==> src/rtl/rie_pkg.sv <==
`default_nettype none
package rie_pkg;
  localparam int RegCount  = 16;
  localparam int DataWords = 4096;
  localparam int PcBits    = 10;
  localparam int AddrLimit = 4095;
  localparam int AddrBits  = $clog2(DataWords);

  typedef enum logic [4:0] {
    OP_ADD = 5'd0, OP_SUB = 5'd1, OP_AND = 5'd2, OP_OR = 5'd3, OP_XOR = 5'd4,
    OP_MUL = 5'd5, OP_SLL = 5'd6, OP_SRA = 5'd7, OP_SRL = 5'd8,
    OP_BEQ = 5'd9, OP_BNE = 5'd10, OP_BLT = 5'd11, OP_BGT = 5'd12,
    OP_BLE = 5'd13, OP_BGE = 5'd14, OP_JAL = 5'd15, OP_LW = 5'd16,
    OP_SW = 5'd17, OP_HALT = 5'd20
  } opcode_e;

  typedef struct packed {
    logic        action;
    logic [4:0]  opcode;
    logic [3:0]  dest_reg;
    logic [3:0]  src_a_reg;
    logic [3:0]  src_b_reg;
    logic [3:0]  src_c_reg;
    logic [11:0] imm_first;
    logic [11:0] imm_second;
    logic [11:0] preload_addr;
    logic [31:0] preload_data;
  } item_t;

  typedef struct packed {
    logic [9:0]  next_pc;
    logic        halted;
    logic        reg_written;
    logic [3:0]  written_index;
    logic [31:0] written_value;
    logic        mem_written;
  } result_t;
endpackage
`default_nettype wire

==> src/rtl/rie_queue.sv <==
`default_nettype none
// two-entry queue between front and back
module rie_queue import rie_pkg::*; (
  input  wire logic  clk_i,
  input  wire logic  rst_ni,
  input  wire logic  push_i,
  input  item_t      push_data_i,
  output logic       full_o,
  input  wire logic  pop_i,
  output logic       empty_o,
  output item_t      head_o
);
  item_t      mem_q [2];
  logic       wp_q, rp_q;
  logic [1:0] cnt_q;

  assign full_o  = cnt_q == 2'd2;
  assign empty_o = cnt_q == 2'd0;
  assign head_o  = mem_q[rp_q];

  always_ff @(posedge clk_i) begin
    if (push_i) mem_q[wp_q] <= push_data_i;
  end

  always_ff @(posedge clk_i or negedge rst_ni) begin
    if (!rst_ni) begin
      wp_q <= 1'b0; rp_q <= 1'b0; cnt_q <= 2'd0;
    end else begin
      if (push_i) wp_q <= ~wp_q;
      if (pop_i)  rp_q <= ~rp_q;
      cnt_q <= cnt_q + {1'b0, push_i} - {1'b0, pop_i};
    end
  end
endmodule
`default_nettype wire

==> config.mk <==
export PLATFORM = sky130hd
export DESIGN_NAME = rie_queue
export DESIGN_NICKNAME = d
export VERILOG_FILES = /design/src/rtl/rie_pkg.sv /design/src/rtl/rie_queue.sv
export SDC_FILE = /design/constraint.sdc
export NUM_CORES = 1
export LEC_CHECK = 0
export BUFFER_PORTS_ARGS = -buffer_cell sky130_fd_sc_hd__buf_2
export CAP_MARGIN = 0
export CORE_MARGIN = 2
export CORE_UTILIZATION = 47
export CTS_CLUSTER_DIAMETER = 200
export CTS_CLUSTER_SIZE = 24
export DETAILED_ROUTE_END_ITERATION = 10
export GPL_TIMING_DRIVEN = 0
export PLACE_DENSITY = 0.76
export SETUP_SLACK_MARGIN = 0.4
export SLEW_MARGIN = 20
export SYNTH_ARGS = -nofsm -noshare
export SYNTH_HDL_FRONTEND = slang
export SYNTH_SLANG_ARGS = --single-unit
export TNS_END_PERCENT = 100
==> constraint.sdc <==
create_clock -name clk_i -period 4.98 [get_ports clk_i]
set_input_delay 0.249 -clock clk_i [delete_from_list [all_inputs] [get_ports clk_i]]
set_output_delay 0.249 -clock clk_i [all_outputs]
set_load 0.02 [all_outputs]
; ---- Word level (Yosys, flattened, before mapping)
; Memories as Yosys holds them, arrays and structs flattened.
; Index checks and enable logic that the tools add are counted.
[totals]
regBits = 4
ramBits = 180
mem_count = 1
[classes]
add_sub_neg = 2
eq_ne = 1
n_mux = 2
bitwise = 2
reduce_logical = 1
[memory_table]
columns = memory, depth, width, read_ports, rd_clocked_by_memory_dff, write_ports, line
row1 = mem_q, 2, 90, 1, 0, 1, rie_queue.sv:13  ; item_t mem_q [2];
[ops]
columns = operator, count
row1 = $add 2x1->2, 1
row2 = $eq 2x2->1 const B, 1
row3 = $logic_not 2->1, 1
row4 = $mux 1, 2
row5 = $not 1->1, 2
row6 = $sub 2x1->2, 1

; ---- Longest topological paths before layout
; Gate-level depths: netlist (run 1).
[logic_depth]
depth_word = 2
depth_mapped = 5
mapped_depth_nobuf = 5

; ---- Worst setup path after synthesis (run 1)
; No wires, ideal clock.
[synth_timing]
kind = register to register
start = reg wp_q
end = mem mem_q[0][0] (netlist bit) (enable)
arrival_time_ns = 4.389
required_time_ns = 4.430
path_slack_ns = 0.041
path_stages_with_launch = 2
path_buffers = 0
synth_period_minus_slack_ns = 4.939
path_cell_list = dfrtp_1 nor2b_1
[synth_lines]
columns = item, line
row1 = from (decl), rie_queue.sv:14  ; logic wp_q, rp_q;
row2 = from (signal assigned), rie_queue.sv:29  ; if (push_i) wp_q <= ~wp_q;
row3 = to (decl), rie_queue.sv:13
; Straight into the memory's write port.

; ---- Worst setup path in the final report (run 1)
[layout_timing]
start = reg wp_q
end = mem mem_q[0][17] (netlist bit) (enable)
; Straight into the memory's write port.

==> results.py, run 1 <==
metrics = {
    "power": {
        "seqPwrFrac_pct": 41.0,
        "internal-power_w": 0.00355,
        "combPwrFrac_pct": 33.3,
        "p_switching_w": 0.00163,
        "power_leakage_nw": 3.45,
        "powerDensity_nw_per_um2": 576,
        "peakVddDrop_mv": 0.324,
        "netSwitchingFraction_pct": 31.4,
        "p_clk_share_pct": 25.7,
    },
    "critical_path": {
        "crit_path_max_fanout": 25,
        "cp-start-kind": "flip-flop",
        "cpMaxStageDelayCell": "nor2b_4",
        "arrival_ns": 2.14,
        "r2r-start": "wp_q",
        "cp-end-kind": "flip-flop",
        "reg2reg_setup_slack_ns": 2.96,
        "crit_chain": "nor2b_4 > buf_12 > buf_12 > buf_16",
        "cp_common_cell": "buf_12",
        "r2r_cells": 4,
        "cp.depth": 4,
        "worst-path-buf-inv": 3,
        "required_ns": 5.10,
        "path_class": "flip-flop to flip-flop",
        "r2r_end": "mem_q[0][17]",
        "max_stage_delay_ns": 0.60,
        "cpLargestDelayFamily": "buffers and inverters",
    },
    "grt": {
        "grt_pass1_vias": 3544,
        "grt_max_degree": 48,
        "antenna_found_initial": 0,
        "grt_usage_pct": 15.8,
        "overflow": 0,
        "grt_pass1_wl_um": 17600,
    },
    "place": {
        "port_buffers": 185,
        "dp_hpwl_um": 8240,
        "place_congestion": 0.693,
        "placed_area_um2": 8010,
    },
    "timing": {
        "worstMarginPinSlew_ns": 0.715,
        "finalSetupViolCount": 0,
        "finalCriticalPeriod_ns": 2.02,
        "slew_headroom_pct": 52.2,
        "clock.fmax_mhz": 495,
        "rsz0062_at_grt": "no",
        "finClkSkew_ns": 0.00722,
        "maxSlewViolCount": 0,
        "timing.setup.tns_ns": 0,
        "fin_crit_sh_pct": 40.6,
        "hold_viol": 0,
    },
    "floorplan": {
        "fp.dieH_um": 124,
        "row_count": 43,
        "ios": 186,
        "die_area_um2": 15300,
        "core_um2": 13900,
        "initial_core_util_pct": 48.4,
        "chipWidth_um": 124,
    },
    "synth": {
        "syn_inst": 295,
        "synthDistinctLibCells": 12,
        "yosysSeqAreaShare_pct": 81.6,
        "syn_nets": 391,
        "syn_area_um2": 6750,
        "syn_area_per_cell_um2": 22.9,
        "synth_seq_cells": 184,
        "yosysWarningCount": 0,
    },
    "detailed_routing": {
        "routedWlPerCell_um": 16.8,
        "drt_first_pass_iters": 4,
        "drt.antenna.violating_nets": 0,
        "route.detailed.drc": 0,
        "vias_per_cell": 4.81,
        "wl_um": 12300,
        "drt-initial-drc-count": 154,
        "route.vias.total": 3536,
    },
    "clocking": {
        "post_cts.repair.setup_buffers": 0,
        "insertion_delay_ns": 0.41,
        "h-tree-depth": 4,
        "cts_tree": "done",
        "cts_buffer_depth": 2,
        "clock-root-buffer": "clkbuf_16",
        "cts_sinks": 184,
        "cts_made_buffers": 17,
        "clkTransAtPathRegs_ns": 0.07,
    },
    "hold_path": {
        "worst_hold_path_type": "input pin to flip-flop",
        "hold_depth": 1,
        "min_to": "mem_q[1][41]",
        "hp-start": "push_data_i[41]",
    },
    "finish": {
        "drive_gt1_share_pct": 57.8,
        "area_growth_pct": 33.1,
        "antenna_cells": 0,
        "fillers": 970,
        "final_common_cell": "buf_2",
        "final_area_um2": 8990,
        "final_cell_mix": "185 x buf_2, 180 x edfxtp_1, 90 x mux2_2, 39 x dlygate4sd3_1, 17 x clkbuf_16",
        "nets": 638,
    },
    "run_status": {
        "outcome": "complete, no violations",
    },
    "flow_run": {
        "maxCapViolations": 0,
    },
}
## cell families after synthesis
kind of cell             after synthesis  share of synthesized area, %
flip-flops                           184                          81.6
AND/OR/NAND/NOR                        4                         0.334
multiplexers                          90                          15.0
buffers and inverters                 12                          2.11
adder cells (fa/ha/maj)                2                         0.371
XOR/XNOR                               3                         0.612
## cells in the mapped netlist, drive strengths merged
master / count / share of area [%]
clkbuf: 9 / 1.8
nor2: 1 / 0.056
and2: 1 / 0.093
buf: 1 / 0.17
inv: 2 / 0.11
dfrtp: 4 / 1.5
ha: 2 / 0.37
nor2b: 2 / 0.19
edfxtp: 180 / 80
mux2: 90 / 15
xor2: 2 / 0.26
xor3: 1 / 0.35
## layer usage
layer	track usage (%)	vias to the layer above	part of all wire [%]
met5	0	-	0
li1	-	1665	-
met2	26.9	120	52
met1	17.9	1732	40
met3	5.40	19	6.6
met4	7.60	0	1.8
## power by group through the flow
stage / Clock, W / Sequential (W) / Combinational (W)
2_1_floorplan: 0 / 0.00216 / 0.00117
3_3_place_gp: 0 / 0.00218 / 0.00165
3_5_place_dp: 0 / 0.00216 / 0.00172
4_1_cts: 0.00136 / 0.00212 / 0.00175
5_1_grt: 0.00142 / 0.00215 / 0.00185
6_report: 0.00133 / 0.00212 / 0.00172
## stage by stage
stage | power (W) | worst slack (ns) | hold slack [ns] | instances | util, %
after floorplan | 0.00333 | 1.80 | -0.0466 | 295 | -
after detailed placement | 0.00388 | 2.93 | 0.0626 | 664 | 57.5
final | 0.00517 | 2.96 | 0.0215 | 735 | 64.5
after global routing | 0.00542 | 2.79 | 0.000392 | 735 | 64.5
after CTS | 0.00523 | 2.91 | 0.00000988 | 719 | 63.3
after global placement | 0.00382 | 0.634 | 0.0555 | 660 | 56.7
## cell type report
type	count	area, um2	share of cell area [%]
sequential	184	5510	61.3
inverter	2	7.51	0.0835
tap	180	225	2.51
multi-input combinational	99	1110	12.4
buffer	10	135	1.50
clock buffer	17	425	4.73
clock inverter	15	165	1.84
timing repair buffer	228	1410	15.7
## state kept, by name (all words and copies together), names as in the netlist
name / flops
cnt_q: 2
mem_q: 180
wp_q: 1
rp_q: 1
## worst max path at each step
stage | from | to | slack (ns)
5_1_grt | wp_q | mem_q[0][66] | 2.79
2_1_floorplan | wp_q | mem_q[0][0] | 1.80
4_1_cts | wp_q | mem_q[0][16] | 2.91
3_3_place_gp | push_i | mem_q[0][41] | 0.63
6_report | wp_q | mem_q[0][17] | 2.96
3_5_place_dp | wp_q | mem_q[0][41] | 2.93
## repair_timing
action                    in CTS  in global routing
hold endpoints to repair      44                 30
resized for setup              0                  0
hold buffers                  23                 16
No activity file was read; power rests on OpenSTA's default activity.
==> inputs of run 2 (changes only) <==
--- a/config.mk
+++ b/config.mk
@@ -8,12 +8,12 @@
 export BUFFER_PORTS_ARGS = -buffer_cell sky130_fd_sc_hd__buf_2
 export CAP_MARGIN = 0
 export CORE_MARGIN = 2
-export CORE_UTILIZATION = 47
+export CORE_UTILIZATION = 52
 export CTS_CLUSTER_DIAMETER = 200
 export CTS_CLUSTER_SIZE = 24
 export DETAILED_ROUTE_END_ITERATION = 10
 export GPL_TIMING_DRIVEN = 0
-export PLACE_DENSITY = 0.76
+export PLACE_DENSITY = 0.79
 export SETUP_SLACK_MARGIN = 0.4
 export SLEW_MARGIN = 20
 export SYNTH_ARGS = -nofsm -noshare
==> constraint.sdc (replaced) <==
create_clock -name clk_i -period 2.1 [get_ports clk_i]
set_input_delay 0.105 -clock clk_i [delete_from_list [all_inputs] [get_ports clk_i]]
set_output_delay 0.105 -clock clk_i [all_outputs]
set_load 0.02 [all_outputs]
==> run 2 against run 1 <==
Compared with the run above: sequential share of layout area shrank 4.1 points; final area rose by 7.1%; critical path depth unchanged; critical path type is now flip-flop to output port; utilization grew 11 points; register-to-register slack worse by 2.4 ns; hold slack better by 0.38 ns; flip-flop and latch count unchanged; first-iteration DRC count up 45%; largest cell class unchanged; largest power group unchanged.
==> results.py, run 2 (synthesis gave the netlist of run 1 again) <==
metrics = {
    "run_status": {
        "outcome": "complete, no violations",
    },
    "clocking": {
        "cts_buffer_depth": 2,
        "cts_tree": "done",
        "h-tree-depth": 4,
        "clock-root-buffer": "clkbuf_16",
        "clkTransAtPathRegs_ns": 0.07,
        "cts_sinks": 184,
        "insertion_delay_ns": 0.43,
        "cts_made_buffers": 17,
    },
    "grt": {
        "grt_pass1_wl_um": 22400,
        "grt_max_degree": 47,
        "grt_usage_pct": 21.7,
        "overflow": 0,
        "grt_pass1_vias": 4279,
        "antenna_found_initial": 0,
    },
    "critical_path": {
        "cp-end-kind": "output port",
        "r2r_cells": 2,
        "arrival_ns": 1.69,
        "cp-start-kind": "flip-flop",
        "crit_start": "rp_q",
        "path_class": "flip-flop to output port",
        "required_ns": 2.00,
        "crit_path_max_fanout": 10,
        "r2r-start": "wp_q",
    },
    "timing": {
        "finClkSkew_ns": 0.00716,
        "fin_crit_sh_pct": 85.5,
        "maxSlewViolCount": 0,
        "rsz0062_at_grt": "yes",
        "worstMarginPinSlew_ns": 0.632,
        "finalSetupViolCount": 0,
        "fin_ws_ns": 0.305,
        "slew_headroom_pct": 57.6,
        "hold_viol": 0,
        "clock.fmax_mhz": 557,
        "finalCriticalPeriod_ns": 1.80,
    },
    "detailed_routing": {
        "route.vias.total": 3884,
        "drt.antenna.violating_nets": 0,
        "vias_per_cell": 4.94,
        "route.detailed.drc": 0,
        "routedWlPerCell_um": 18.3,
        "drt_first_pass_iters": 4,
        "drt-initial-drc-count": 223,
        "wl_um": 14400,
    },
    "flow_run": {
        "maxCapViolations": 0,
    },
    "floorplan": {
        "ios": 186,
        "initial_core_util_pct": 53.3,
        "chipWidth_um": 118,
        "die_area_um2": 13900,
        "row_count": 41,
        "core_um2": 12700,
        "fp.dieH_um": 118,
    },
    "finish": {
        "largest_register": "mem_q",
        "final_cell_mix": "185 x buf_2, 180 x edfxtp_1, 94 x dlygate4sd3_1, 90 x mux2_2, 22 x clkbuf_16",
        "drive_gt1_share_pct": 52.9,
        "nets": 697,
        "fillers": 721,
        "area_growth_pct": 42.6,
        "final_common_cell": "buf_2",
        "largestRegisters": "mem_q: 180 flops, cnt_q: 2 flops",
        "largest_register_ffs": 180,
        "final_core_util_pct": 76.0,
    },
    "place": {
        "dp_hpwl_um": 8030,
        "port_buffers": 185,
        "place_congestion": 0.711,
        "dpl_worst_slack_ns": 0.269,
    },
    "power": {
        "power_leakage_nw": 3.72,
        "powerDensity_nw_per_um2": 1310,
        "peakVddDrop_mv": 0.878,
    },
    "hold_path": {
        "worst_hold_path_type": "input pin to flip-flop",
        "hold_depth": 2,
        "hp-start": "push_data_i[86]",
    },
}
==> run 2: stage by stage <==
stage	hold WS, ns	cell area [um2]	std cells	setup TNS, ns	power (W)
4_1_cts	0.378	9610	784	0	0.0126
6_report	0.400	9620	787	0	0.0126
3_5_place_dp	-0.0806	8000	656	0	0.00920
2_1_floorplan	-0.191	6760	295	-7.42	0.00787
3_3_place_gp	-0.0882	7900	652	-100.54	0.00900
5_1_grt	0.383	9620	786	0	0.0131
==> run 2: final cells by class <==
type | instances | area [um2] | area share (%)
Antenna cell | 1 | 2.50 | 0.0260
Timing Repair Buffer | 285 | 1980 | 20.6
Tap cell | 172 | 215 | 2.24
Buffer | 10 | 201 | 2.09
Inverter | 2 | 7.51 | 0.0780
Clock buffer | 18 | 429 | 4.46
Clock inverter | 14 | 150 | 1.56
Sequential cell | 184 | 5510 | 57.2
Multi-Input combinational cell | 101 | 1130 | 11.7
==> run 2: path summary, 6_finish.rpt <==
check / to / slack (ns)
min reg2reg: wp_q / 0.68
min in group asynchronous: cnt_q[1] / 0.59
max in group asynchronous: cnt_q[0] / 1.31
max reg2reg: mem_q[1][36] / 0.51
max: head_o[62] / 0.30
min: mem_q[1][86] / 0.40
==> run 2: power breakdown <==
| part | total [W] | switching [W] | internal, W |
|---|---|---|---|
| Clock | 0.00311 | 0.00135 | 0.00176 |
| Sequential | 0.00508 | 0.000209 | 0.00487 |
| Combinational | 0.00442 | 0.00243 | 0.00199 |
==> run 2: routing by layer <==
| metal | part of all wire [%] | vias up | wire length [um] | track usage (%) |
|---|---|---|---|---|
| met2 | 55 | 155 | 7870 | 39.2 |
| met1 | 37 | 1908 | 5410 | 24.0 |
| met5 | 0 | - | 0 | 0 |
| met3 | 5.8 | 30 | 843 | 5.72 |
| li1 | - | 1791 | - | - |
| met4 | 2.1 | 0 | 305 | 9.49 |
==> run 2: worst max-delay path, cell delays in order, from the launching register on <==
cell	delay, ns
dfrtp_1	0.37
buf_12	0.17
clkbuf_8	0.19
mux2_2	0.36
buf_2	0.16
==> run 2: repair_timing <==
action	in CTS	in global routing
setup buffers	0	2
cloned	2	0
hold buffers	94	0
gates resized for setup	7	1
endpoints found under the hold margin	186	0
endpoints found under the setup margin	158	112
pin swaps	1	0
